[config.mk]
export PLATFORM = sky130hd
export DESIGN_NAME = kwu_queue
export DESIGN_NICKNAME = d
export VERILOG_FILES = /design/src/hdl/kwu_pkg.sv /design/src/hdl/kwu_queue.sv
export SDC_FILE = /design/constraint.sdc
export NUM_CORES = 1
export LEC_CHECK = 0
export BUFFER_PORTS_ARGS = -buffer_cell sky130_fd_sc_hd__buf_2
export CAP_MARGIN = 20
export CORE_MARGIN = 1.5
export CORE_UTILIZATION = 50
export CTS_CLUSTER_SIZE = 8
export DETAILED_ROUTE_END_ITERATION = 10
export PLACE_DENSITY = 0.78
export SKIP_CTS_REPAIR_TIMING = 1
export SYNTH_ARGS = -nofsm -noshare
export SYNTH_HDL_FRONTEND = slang
export SYNTH_SLANG_ARGS = --single-unit
[constraint.sdc]
create_clock -name clk_i -period 3 [get_ports clk_i]
set_clock_uncertainty 0.05 [all_clocks]
set_input_delay 0.75 -clock clk_i [delete_from_list [all_inputs] [get_ports clk_i]]
set_output_delay 0.75 -clock clk_i [all_outputs]
set_load 0.02 [all_outputs]
[src/hdl/kwu_pkg.sv]
// ----------------------------------------------------------------------------
// kwu_pkg
// Shared types and constants of the Kruskal wall union engine: field
// widths, operation and status codes, and the command that goes from the
// front part through the queue to the back part.
// ----------------------------------------------------------------------------
package kwu_pkg;

  localparam int NUM_CELLS_DEF = 1024;
  localparam int QUEUE_DEPTH   = 2;

  localparam int CELL_W   = 10;
  localparam int TAG_W    = 11;
  localparam int STATUS_W = 2;

  // operation field codes
  localparam logic OP_RESTART = 1'b0;
  localparam logic OP_WALL    = 1'b1;

  typedef enum logic [STATUS_W-1:0] {
    ST_BOUNDARY = 2'd0,
    ST_KEPT     = 2'd1,
    ST_MERGED   = 2'd2,
    ST_RESTART  = 2'd3
  } kwu_status_e;

  typedef enum logic [1:0] {
    CMD_RESTART = 2'd0,
    CMD_SKIP    = 2'd1,
    CMD_WALL    = 2'd2
  } kwu_cmd_e;

  typedef struct packed {
    kwu_cmd_e          kind;
    logic [CELL_W-1:0] cell_a;
    logic [CELL_W-1:0] cell_b;
    logic [TAG_W-1:0]  tag;
  } kwu_cmd_t;

  // front -> queue
  typedef struct packed {
    logic     valid;
    kwu_cmd_t cmd;
  } kwu_push_t;

  // queue -> back
  typedef struct packed {
    logic     valid;
    kwu_cmd_t cmd;
  } kwu_head_t;

  // status seen by the front
  typedef struct packed {
    logic full;
    logic init_done;
  } kwu_front_stat_t;

endpackage

[src/hdl/kwu_queue.sv]
// ----------------------------------------------------------------------------
// kwu_queue
// Short command queue between front and back.
// ----------------------------------------------------------------------------
module kwu_queue
  import kwu_pkg::*;
(
  input  logic      clk_i,
  input  logic      rst_ni,
  input  kwu_push_t push_i,
  output logic      full_o,
  output kwu_head_t head_o,
  input  logic      pop_i
);

  localparam int PW = (QUEUE_DEPTH > 1) ? $clog2(QUEUE_DEPTH) : 1;
  localparam int CW = $clog2(QUEUE_DEPTH + 1);

  kwu_cmd_t        entry_q [QUEUE_DEPTH];
  logic [PW-1:0]   wptr_q, wptr_d, rptr_q, rptr_d;
  logic [CW-1:0]   count_q, count_d;
  logic            do_push, do_pop;

  assign full_o       = (count_q == CW'(QUEUE_DEPTH));
  assign head_o.valid = (count_q != '0);
  assign head_o.cmd   = entry_q[rptr_q];
  assign do_push      = push_i.valid && !full_o;
  assign do_pop       = pop_i && head_o.valid;

  always_comb begin
    wptr_d  = wptr_q;
    rptr_d  = rptr_q;
    count_d = count_q;
    if (do_push) begin
      wptr_d = (wptr_q == PW'(QUEUE_DEPTH - 1)) ? '0 : wptr_q + 1'b1;
    end
    if (do_pop) begin
      rptr_d = (rptr_q == PW'(QUEUE_DEPTH - 1)) ? '0 : rptr_q + 1'b1;
    end
    if (do_push && !do_pop) begin
      count_d = count_q + 1'b1;
    end else if (do_pop && !do_push) begin
      count_d = count_q - 1'b1;
    end
  end

  always_ff @(posedge clk_i or negedge rst_ni) begin
    if (!rst_ni) begin
      wptr_q  <= '0;
      rptr_q  <= '0;
      count_q <= '0;
    end else begin
      wptr_q  <= wptr_d;
      rptr_q  <= rptr_d;
      count_q <= count_d;
    end
  end

  always_ff @(posedge clk_i) begin
    if (do_push) begin
      entry_q[wptr_q] <= push_i.cmd;
    end
  end

endmodule

==> results.cfg, run 1 <==
[sta]
rsz0062_at_grt = false
finalCritPeriodShare_pct = 82.7
worstMarginPinSlew_ps = 467
period_minus_slack_ps = 2480
finalSetupViolCount = 0
hold_viol = 0
fmax_mhz = 403
setup_tns_ps = 0
relSlewSlack_pct = 68.8
maxSlewViolCount = 0

[finish]
nets = 243
fillers = 396
final_area_sq_mm = 0.00331
final_cells = 279
drive_gt1_share_pct = 58.4
utilization_pct = 63.6
multi_input_area_sq_um = 581
final-seq-area_sq_mm = 0.00208
syn2layout_area_growth_pct = 21.1
antennaDiodeCount = 0

[power_and_ir_drop]
p_sw_share_pct = 32.5
p_comb_share_pct = 37.8
peakVddDrop_mv = 0.609
pwr-share-seq_pct = 44.3
clockPowerShare_pct = 17.9
netSwitchingPower_mw = 1.06
power.leakage_nw = 1.36
p_per_area_mw_per_mm2 = 987
internal_power_mw = 2.21

[synthesis]
syn_inst = 122
synth-seq-cells = 70
post-synth-top-area-cell = edfxtp_1
synth_top_area_share_pct = 72.5
netlist_area_sq_mm = 0.00273
synth_nets = 160
avgSynthCellArea_sq_um = 22.4
ys_types = 16
yosysSeqAreaShare_pct = 76.2
synth_warnings = 0
synthTopCellsByArea = edfxtp_1 72%, mux2_4 16%, dfrtp_1 3.7%

[cts]
cts_tree = yes
cts_buffer_depth = 2
h-tree-depth = 3
cts_root_buf = clkbuf_8
clkLatencyLatePin_ps = 320
cts_buffers = 9
clock-sinks = 70
clk_pin_slew_ps = 60

[floorplanning]
rows = 26
core_area_sq_mm = 0.00520
die_h_microns = 76.9
io_pins = 72
die_x_microns = 76.9
initial_core_util_pct = 52.5
dieArea_sq_mm = 0.00592

[worst_setup_path]
criticalPathCategory = reg -> out
rr_startpoint = count_q[0]
reg2reg_slack_ps = 1270
path_max_fanout = 25
start_kind = flip-flop
r2r_cells = 4
crit_start = rptr_q
crit_end = head_o[10]
path_cells = buf_12 > mux2_2 > buf_2
cpPeakStageDelay_ps = 560
rr_endpoint = entry_q[0][8]
cp.depth = 3
critPathCaptureType = primary output
crit_required_ps = 2200
crit_family = flip-flops
slowest_stage = dfrtp_2
worst-path-buf-inv = 2
cp_data_arrival_time_ps = 1680

[global_routing]
overflow = 0
grt_pass1_vias = 1375
grt_max_degree = 26
grt_pass1_wl_mm = 6.67
grt_usage_pct = 15.7
antenna_found_initial = 0

[place]
port_buffers = 71
place_congestion = 0.702
placed_area_sq_mm = 0.00316
placed_cells = 264
hpwl_mm = 3.12

[route]
drtPass1Iterations = 4
antenna_left = 0
drc = 0
drt-total-wl_mm = 4.31
wl_per_cell_microns = 15.5
drt_iter0_drc = 86
dr_total_vias = 1348
vias_per_cell = 4.83

[worst_hold_path]
worstHoldPathType = in -> async

[flow_run]
max-cap-violations = 0

[outcome]
status = completed
## sequential cells by signal (all words and copies together), names as in the netlist
register and count:
count_q 2, entry_q 66, rptr_q 1, wptr_q 1
## metrics by stage
step	worst slack, ps	hold slack (ps)	total power, mW
final	518	175	3.27
after floorplan	292	404	2.44
after detailed placement	860	444	2.72
after global placement	892	422	2.68
after CTS	489	157	3.31
after global routing	446	155	3.43
## metal layers
layer	part of all wire (%)	GRT usage, %	wire (microns)
met3	6.3	5.36	271
met1	38	18.0	1660
met2	52	24.8	2240
met4	3.4	10.4	148
met5	0	0	0
## layout by cell type (no fill, tap or decap), drive strengths merged
cell and instances:
nand2b 1, ha 1, inv 2, edfxtp 66, xor2 2, clkinv 3
and3 1, mux2 33, or2 1, clkbuf 12, xnor2 3, nand2 2
buf 76, nor2 2, dfrtp 4
## cells in the mapped netlist
library cell,count
mux2_2,4
xor2_1,2
mux2_4,29
buf_6,1
ha_1,1
buf_12,3
nor2_1,2
nand2_2,1
dfrtp_1,4
or2_1,1
nand2b_1,1
xnor2_1,3
and3_1,1
edfxtp_1,66
nand2_1,1
inv_1,2
## cells by family (layout without fill, tap and decap cells)
family        after synthesis  after routing  synth area share [%]
fa+ha+maj                   1              1                 0.458
simple gates                7              7                  1.33
xor+xnor                    5              5                  1.60
mux                        33             33                  17.6
buf+inv                     6             93                  2.88
flops                      70             70                  76.2
## worst min path at each step
| stage | from | end | slack [ps] | cells after the start |
|---|---|---|---|---|
| 2_1_floorplan | rst_ni | count_q[0] | 400 | 0 |
| 3_3_place_gp | count_q[1] | count_q[1] | 420 | 1 |
| 3_5_place_dp | count_q[1] | count_q[1] | 440 | 1 |
| 4_1_cts | rst_ni | rptr_q | 160 | 1 |
| 5_1_grt | rst_ni | rptr_q | 150 | 1 |
| 6_report | rst_ni | rptr_q | 180 | 1 |
## area by class of cell
type | instances | share of cell area (%)
multi-input cells | 46 | 17.5
well taps | 70 | 2.64
repair buffers | 76 | 12.2
clock buffers | 12 | 4.08
clock inverters | 3 | 0.378
inverters | 2 | 0.227
flip-flops and latches | 70 | 62.9
## power groups by stage
| stage | Clock, mW | Sequential [mW] | Combinational [mW] |
|---|---|---|---|
| after floorplan | 0 | 1.42 | 1.02 |
| after global routing | 0.646 | 1.47 | 1.32 |
| after detailed placement | 0 | 1.47 | 1.25 |
| after global placement | 0 | 1.46 | 1.22 |
| final | 0.584 | 1.45 | 1.24 |
| after CTS | 0.604 | 1.45 | 1.26 |
Power figures use the tool's default switching activity.
==> run 2: changes to the inputs <==
--- a/config.mk
+++ b/config.mk
@@ -5,13 +5,14 @@
 export SDC_FILE = /design/constraint.sdc
 export NUM_CORES = 1
 export LEC_CHECK = 0
+export ABC_AREA = 1
 export BUFFER_PORTS_ARGS = -buffer_cell sky130_fd_sc_hd__buf_2
 export CAP_MARGIN = 20
 export CORE_MARGIN = 1.5
 export CORE_UTILIZATION = 50
 export CTS_CLUSTER_SIZE = 8
 export DETAILED_ROUTE_END_ITERATION = 10
-export PLACE_DENSITY = 0.78
+export PLACE_DENSITY = 0.79
 export SKIP_CTS_REPAIR_TIMING = 1
 export SYNTH_ARGS = -nofsm -noshare
 export SYNTH_HDL_FRONTEND = slang
==> constraint.sdc (replaced) <==
create_clock -name clk_i -period 2.4 [get_ports clk_i]
set_clock_uncertainty 0.05 [all_clocks]
set_input_delay 0.6 -clock clk_i [delete_from_list [all_inputs] [get_ports clk_i]]
set_output_delay 0.6 -clock clk_i [all_outputs]
set_load 0.02 [all_outputs]
==> run 2 against run 1 <==
Compared with the run above:
- critical endpoint is now head_o[32]
- synthesized area is 2.5% lower
- count of clock-buffer cells in the layout is 1 lower
- worst setup slack worse by 170 ps
- register-to-register slack worse by 400 ps
- highest routed layer unchanged
- critical path depth is 1 higher
- sequential power is 21% higher
==> results.cfg, run 2 <==
[sta]
fmax_mhz = 487
finalCritPeriodShare_pct = 85.5
hold_viol = 0
worstMarginPinSlew_ps = 514
relSlewSlack_pct = 65.3
maxSlewViolCount = 0
period_minus_slack_ps = 2050
setup_tns_ps = 0
finalSetupViolCount = 0
rsz0062_at_grt = false

[floorplanning]
rows = 26
dieArea_sq_mm = 0.00578
initial_core_util_pct = 51.9
die_h_microns = 76.0
io_pins = 72
core_area_sq_mm = 0.00514
die_x_microns = 76.0

[global_routing]
grt_max_degree = 35
grt_pass1_vias = 1728
overflow = 0
grt_usage_pct = 18.1
antenna_found_initial = 0
grt_pass1_wl_mm = 7.83

[finish]
nets = 323
regMostFlops = entry_q
final_cell_mix = 107 x nand2_1, 71 x buf_2, 66 x edfxtp_1
largest_reg_flops = 66
reg_top3 = entry_q: 66 flops, count_q: 2 flops
final_common_cell = nand2_1
antennaDiodeCount = 0
syn2layout_area_growth_pct = 23.7
drive_gt1_share_pct = 33.8

[route]
vias_per_cell = 4.80
dr_total_vias = 1729
drtPass1Iterations = 4
antenna_left = 0
wl_per_cell_microns = 13.6
drt_iter0_drc = 138
drt-total-wl_mm = 4.90
drc = 0

[synthesis]
synth.most_common_cell = nand2_1
synth_nets = 242
synthTopCellsByCount = 107 x nand2_1, 66 x edfxtp_1, 6 x inv_1
synth-edff-count = 66
ys_types = 17
yosysSeqAreaShare_pct = 78.1
synthTopCellsByArea = edfxtp_1 74%, nand2_1 15%, dfrtp_1 3.8%
netlist_area_sq_mm = 0.00267
avgSynthCellArea_sq_um = 13.1
syn_inst = 204
synth_top_area_share_pct = 74.3
async_flop_share_pct = 5.71
synth-seq-cells = 70
synth_ff_type = edfxtp_1
post-synth-top-area-cell = edfxtp_1
synth_warnings = 0

[worst_setup_path]
criticalPathCategory = reg -> out
slowest_stage = dfrtp_1
path_cells = inv_4 > nand2_1 > nand2_1 > buf_2
path_max_fanout = 34
crit_top_cell = nand2_1
critPathCaptureType = primary output
cpPeakStageDelay_ps = 420
crit_required_ps = 1750
crit_start = rptr_q
cp_data_arrival_time_ps = 1400
rr_startpoint = count_q[1]
start_kind = flip-flop

[place]
hpwl_mm = 3.31
place_congestion = 0.707
port_buffers = 71

[power_and_ir_drop]
p_comb_share_pct = 36.4
power.leakage_nw = 1.47
peakVddDrop_mv = 0.771
p_per_area_mw_per_mm2 = 1310
clockPowerShare_pct = 22.8
p_sw_share_pct = 37.1
netSwitchingPower_mw = 1.60
internal_power_mw = 2.71
power_mw = 4.31
pwr-share-seq_pct = 40.8

[cts]
clk_pin_slew_ps = 70
cts_buffers = 9
h-tree-depth = 3
clock-sinks = 70
clkLatencyLatePin_ps = 330
cts_root_buf = clkbuf_8
cts_tree = yes
cts_buffer_depth = 2

[outcome]
status = completed

[flow_run]
max-cap-violations = 0

[worst_hold_path]
worstHoldPathType = in -> async
run 2: cell count changes after synthesis, moves of 4 or more:
| cell | change |
|---|---|
| nand2_1 | +106 |
| mux2_4 | -29 |
| mux2_2 | -4 |
| inv_1 | +4 |
run 2: area by class of cell:
type | instances | area, sq um
Inverter | 8 | 32.5
Tap cell | 70 | 87.6
Clock buffer | 11 | 131
Clock inverter | 5 | 73.8
Sequential cell | 70 | 2080
Multi-Input combinational cell | 119 | 492
Fill cell | 401 | 1840
Timing Repair Buffer | 77 | 400
run 2: stage by stage:
| step | utilization, % | hold slack (ps) | instance area, sq um | cells | worst slack [ps] |
|---|---|---|---|---|---|
| after floorplan | - | 254 | 2670 | 204 | 355 |
| after global placement | 60.2 | 363 | 3090 | 344 | 715 |
| after detailed placement | 60.2 | 364 | 3090 | 344 | 682 |
| after CTS | 64.2 | 0.0360 | 3300 | 360 | 311 |
| after global routing | 64.2 | 4.27 | 3300 | 360 | 238 |
| final | 64.2 | 7.71 | 3300 | 360 | 348 |
run 2: path summary, 6_finish.rpt:
check                                 end  slack [ps]  cells after the start
setup reg to reg           entry_q[1][29]         870                      4
hold reg to reg                    wptr_q         440                      2
hold / removal                     rptr_q           8                      1
min in group clk_i         entry_q[1][26]         400                      1
setup / recovery               head_o[32]         350                      4
max in group asynchronous      count_q[1]        2170                      1
run 2: power groups by stage:
stage	Clock (mW)	Sequential, mW	Combinational [mW]
final	0.982	1.76	1.57
after global routing	1.05	1.78	1.72
after CTS	1.00	1.76	1.59
after detailed placement	0	1.78	1.58
after global placement	0	1.77	1.54
after floorplan	0	1.76	1.12
run 2: metal layers:
metal | global-route usage (%) | vias up | routed length [microns]
met3 | 5.03 | 8 | 332
met4 | 10.7 | 0 | 95
met2 | 29.9 | 73 | 2440
met5 | 0 | - | 0
met1 | 21.4 | 805 | 2040
li1 | - | 843 | -
run 2: worst max-delay path, delay by kind of cell, from the launching register on:
family | cells | cell delay [ps]
buffers and inverters | 2 | 440
and+or+nand+nor | 2 | 180
DFF | 1 | 420
run 2: kinds of logic (layout without fill, tap and decap cells):
logic type	count (synthesis)	after routing	share of synthesized area (%)
AND/OR/NAND/NOR	116	116	17.2
XOR/XNOR	1	1	0.329
flip-flops	70	70	78.1
AO/OA/AOI/OAI	1	1	0.188
adder cells (fa/ha/maj)	1	1	0.469
buffers and inverters	15	101	3.75
==> run 3: changes to the inputs <==
--- a/config.mk
+++ b/config.mk
@@ -8,11 +8,13 @@
 export ABC_AREA = 1
 export BUFFER_PORTS_ARGS = -buffer_cell sky130_fd_sc_hd__buf_2
 export CAP_MARGIN = 20
+export CELL_PAD_IN_SITES_DETAIL_PLACEMENT = 2
+export CELL_PAD_IN_SITES_GLOBAL_PLACEMENT = 2
 export CORE_MARGIN = 1.5
-export CORE_UTILIZATION = 50
+export CORE_UTILIZATION = 34
 export CTS_CLUSTER_SIZE = 8
 export DETAILED_ROUTE_END_ITERATION = 10
-export PLACE_DENSITY = 0.79
+export PLACE_DENSITY = 0.81
 export SKIP_CTS_REPAIR_TIMING = 1
 export SYNTH_ARGS = -nofsm -noshare
 export SYNTH_HDL_FRONTEND = slang
==> run 3 against run 2 <==
Compared with the run above:
- power rose by 2.5%
- sequential power barely moved
- clock power rose by 5%
- utilization fell by 20 points
- combinational power rose by 3%
- first-iteration DRC count fell by 58%
- sequential cell count did not move
- cell count rose by 8.9%
- hold slack improved by 380 ps
==> results.cfg, run 3 (same netlist as run 2, synthesis figures left out) <==
[worst_setup_path]
crit_family = buffers and inverters
rr_startpoint = count_q[1]
cpPeakStageDelay_ps = 420
criticalPathCategory = reg -> out
reg2reg_slack_ps = 770
rr_endpoint = entry_q[1][16]
worst-path-buf-inv = 2
crit_required_ps = 1750
slowest_stage = dfrtp_1
path_max_fanout = 34
start_kind = flip-flop
r2r_cells = 4
crit_top_cell = nand2_1
critPathCaptureType = primary output
path_cells = inv_4 > nand2_1 > nand2_1 > buf_2
cp_data_arrival_time_ps = 1450

[place]
placed_cells = 375
port_buffers = 71
hpwl_mm = 4.18
place_congestion = 0.703

[route]
drt_iter0_drc = 58
antenna_left = 0
drtPass1Iterations = 3
drc = 0
vias_per_cell = 4.45
drt-total-wl_mm = 6.23
wl_per_cell_microns = 15.9
dr_total_vias = 1744

[cts]
cts_root_buf = clkbuf_8
h-tree-depth = 3
clock-sinks = 70
cts_buffer_depth = 2
clk_pin_slew_ps = 80
cts_buffers = 9
clkLatencyLatePin_ps = 330
cts_tree = yes

[finish]
drive_gt1_share_pct = 34.1
largest_reg_flops = 66
utilization_pct = 44.0
syn2layout_area_growth_pct = 26.1
final_common_cell = nand2_1
regMostFlops = entry_q
reg_top3 = entry_q: 66 flops, count_q: 2 flops
antennaDiodeCount = 0
final_cell_mix = 107 x nand2_1, 71 x buf_2, 66 x edfxtp_1
nets = 323
final_cells = 392

[sta]
period_minus_slack_ps = 2100
rsz0062_at_grt = false
maxSlewViolCount = 0
hold_viol = 0
worstMarginPinSlew_ps = 416
fmax_mhz = 476
finalSetupViolCount = 0
finalCritPeriodShare_pct = 87.5
setup_tns_ps = 0
relSlewSlack_pct = 71.9

[worst_hold_path]
worstHoldPathType = in -> reg
hold_depth = 1
min_to = entry_q[1][24]
hp-start = push_i[24]

[power_and_ir_drop]
pwr-share-seq_pct = 39.9
p_per_area_mw_per_mm2 = 1310
netSwitchingPower_mw = 1.69
clockPowerShare_pct = 23.3
power.leakage_nw = 1.47
peakVddDrop_mv = 0.466
p_sw_share_pct = 38.3
p_comb_share_pct = 36.7
internal_power_mw = 2.72

[global_routing]
grt_usage_pct = 16.4
antenna_found_initial = 0
overflow = 0
grt_max_degree = 35
grt_pass1_vias = 1936
grt_pass1_wl_mm = 10.1

[floorplanning]
initial_core_util_pct = 34.9
core_area_sq_mm = 0.00765
io_pins = 72
rows = 32
dieArea_sq_mm = 0.00838
die_h_microns = 91.6
die_x_microns = 91.6

[flow_run]
max-cap-violations = 0

[outcome]
status = completed
-- run 3: worst max-delay path by stage --
| stage | start | to | slack, ps | cells past startpoint |
|---|---|---|---|---|
| 3_3_place_gp | push_i[33] | entry_q[1][32] | 610 | 4 |
| 3_5_place_dp | push_i[33] | entry_q[1][32] | 560 | 4 |
| 2_1_floorplan | push_i[33] | entry_q[1][0] | 360 | 2 |
| 6_report | rptr_q | head_o[9] | 300 | 4 |
| 4_1_cts | rptr_q | head_o[9] | 250 | 4 |
| 5_1_grt | rptr_q | head_o[14] | 170 | 4 |
-- run 3: per-layer routing --
| layer | wire, microns | GRT usage (%) |
|---|---|---|
| met5 | 0 | 0 |
| met1 | 2600 | 19.3 |
| met2 | 3270 | 28.5 |
| met4 | 80 | 7.03 |
| met3 | 277 | 3.77 |
-- run 3: metrics by stage --
stage | hold WS, ps | instance area, sq um | total power, mW | worst slack (ps)
finish | 390 | 3360 | 4.41 | 301
global placement | 365 | 3140 | 3.36 | 606
detailed placement | 366 | 3140 | 3.45 | 562
CTS | -5.15 | 3350 | 4.50 | 253
floorplan | 254 | 2670 | 2.89 | 355
global route | 377 | 3360 | 4.71 | 172
-- run 3: worst reg2reg max path: cells and delay by family, from the launching register on --
| kind | cells | cell delay [ps] |
|---|---|---|
| DFF | 1 | 380 |
| and+or+nand+nor | 1 | 340 |
| AOI/OAI and AO/OA | 1 | 180 |
| buffers and inverters | 2 | 380 |
-- run 3: area by class of cell --
cell class,instances,area (sq um)
Timing Repair Buffer,77,415
Multi-Input combinational cell,119,492
Fill cell,785,4280
Clock buffer,10,128
Inverter,8,32.5
Sequential cell,70,2080
Clock inverter,6,86.3
Tap cell,102,128
-- run 3: power groups by stage --
stage	Combinational, mW	Clock (mW)	Sequential, mW
floorplan	1.12	0	1.76
global placement	1.60	0	1.77
detailed placement	1.66	0	1.79
CTS	1.67	1.06	1.77
global route	1.81	1.10	1.79
finish	1.62	1.03	1.76
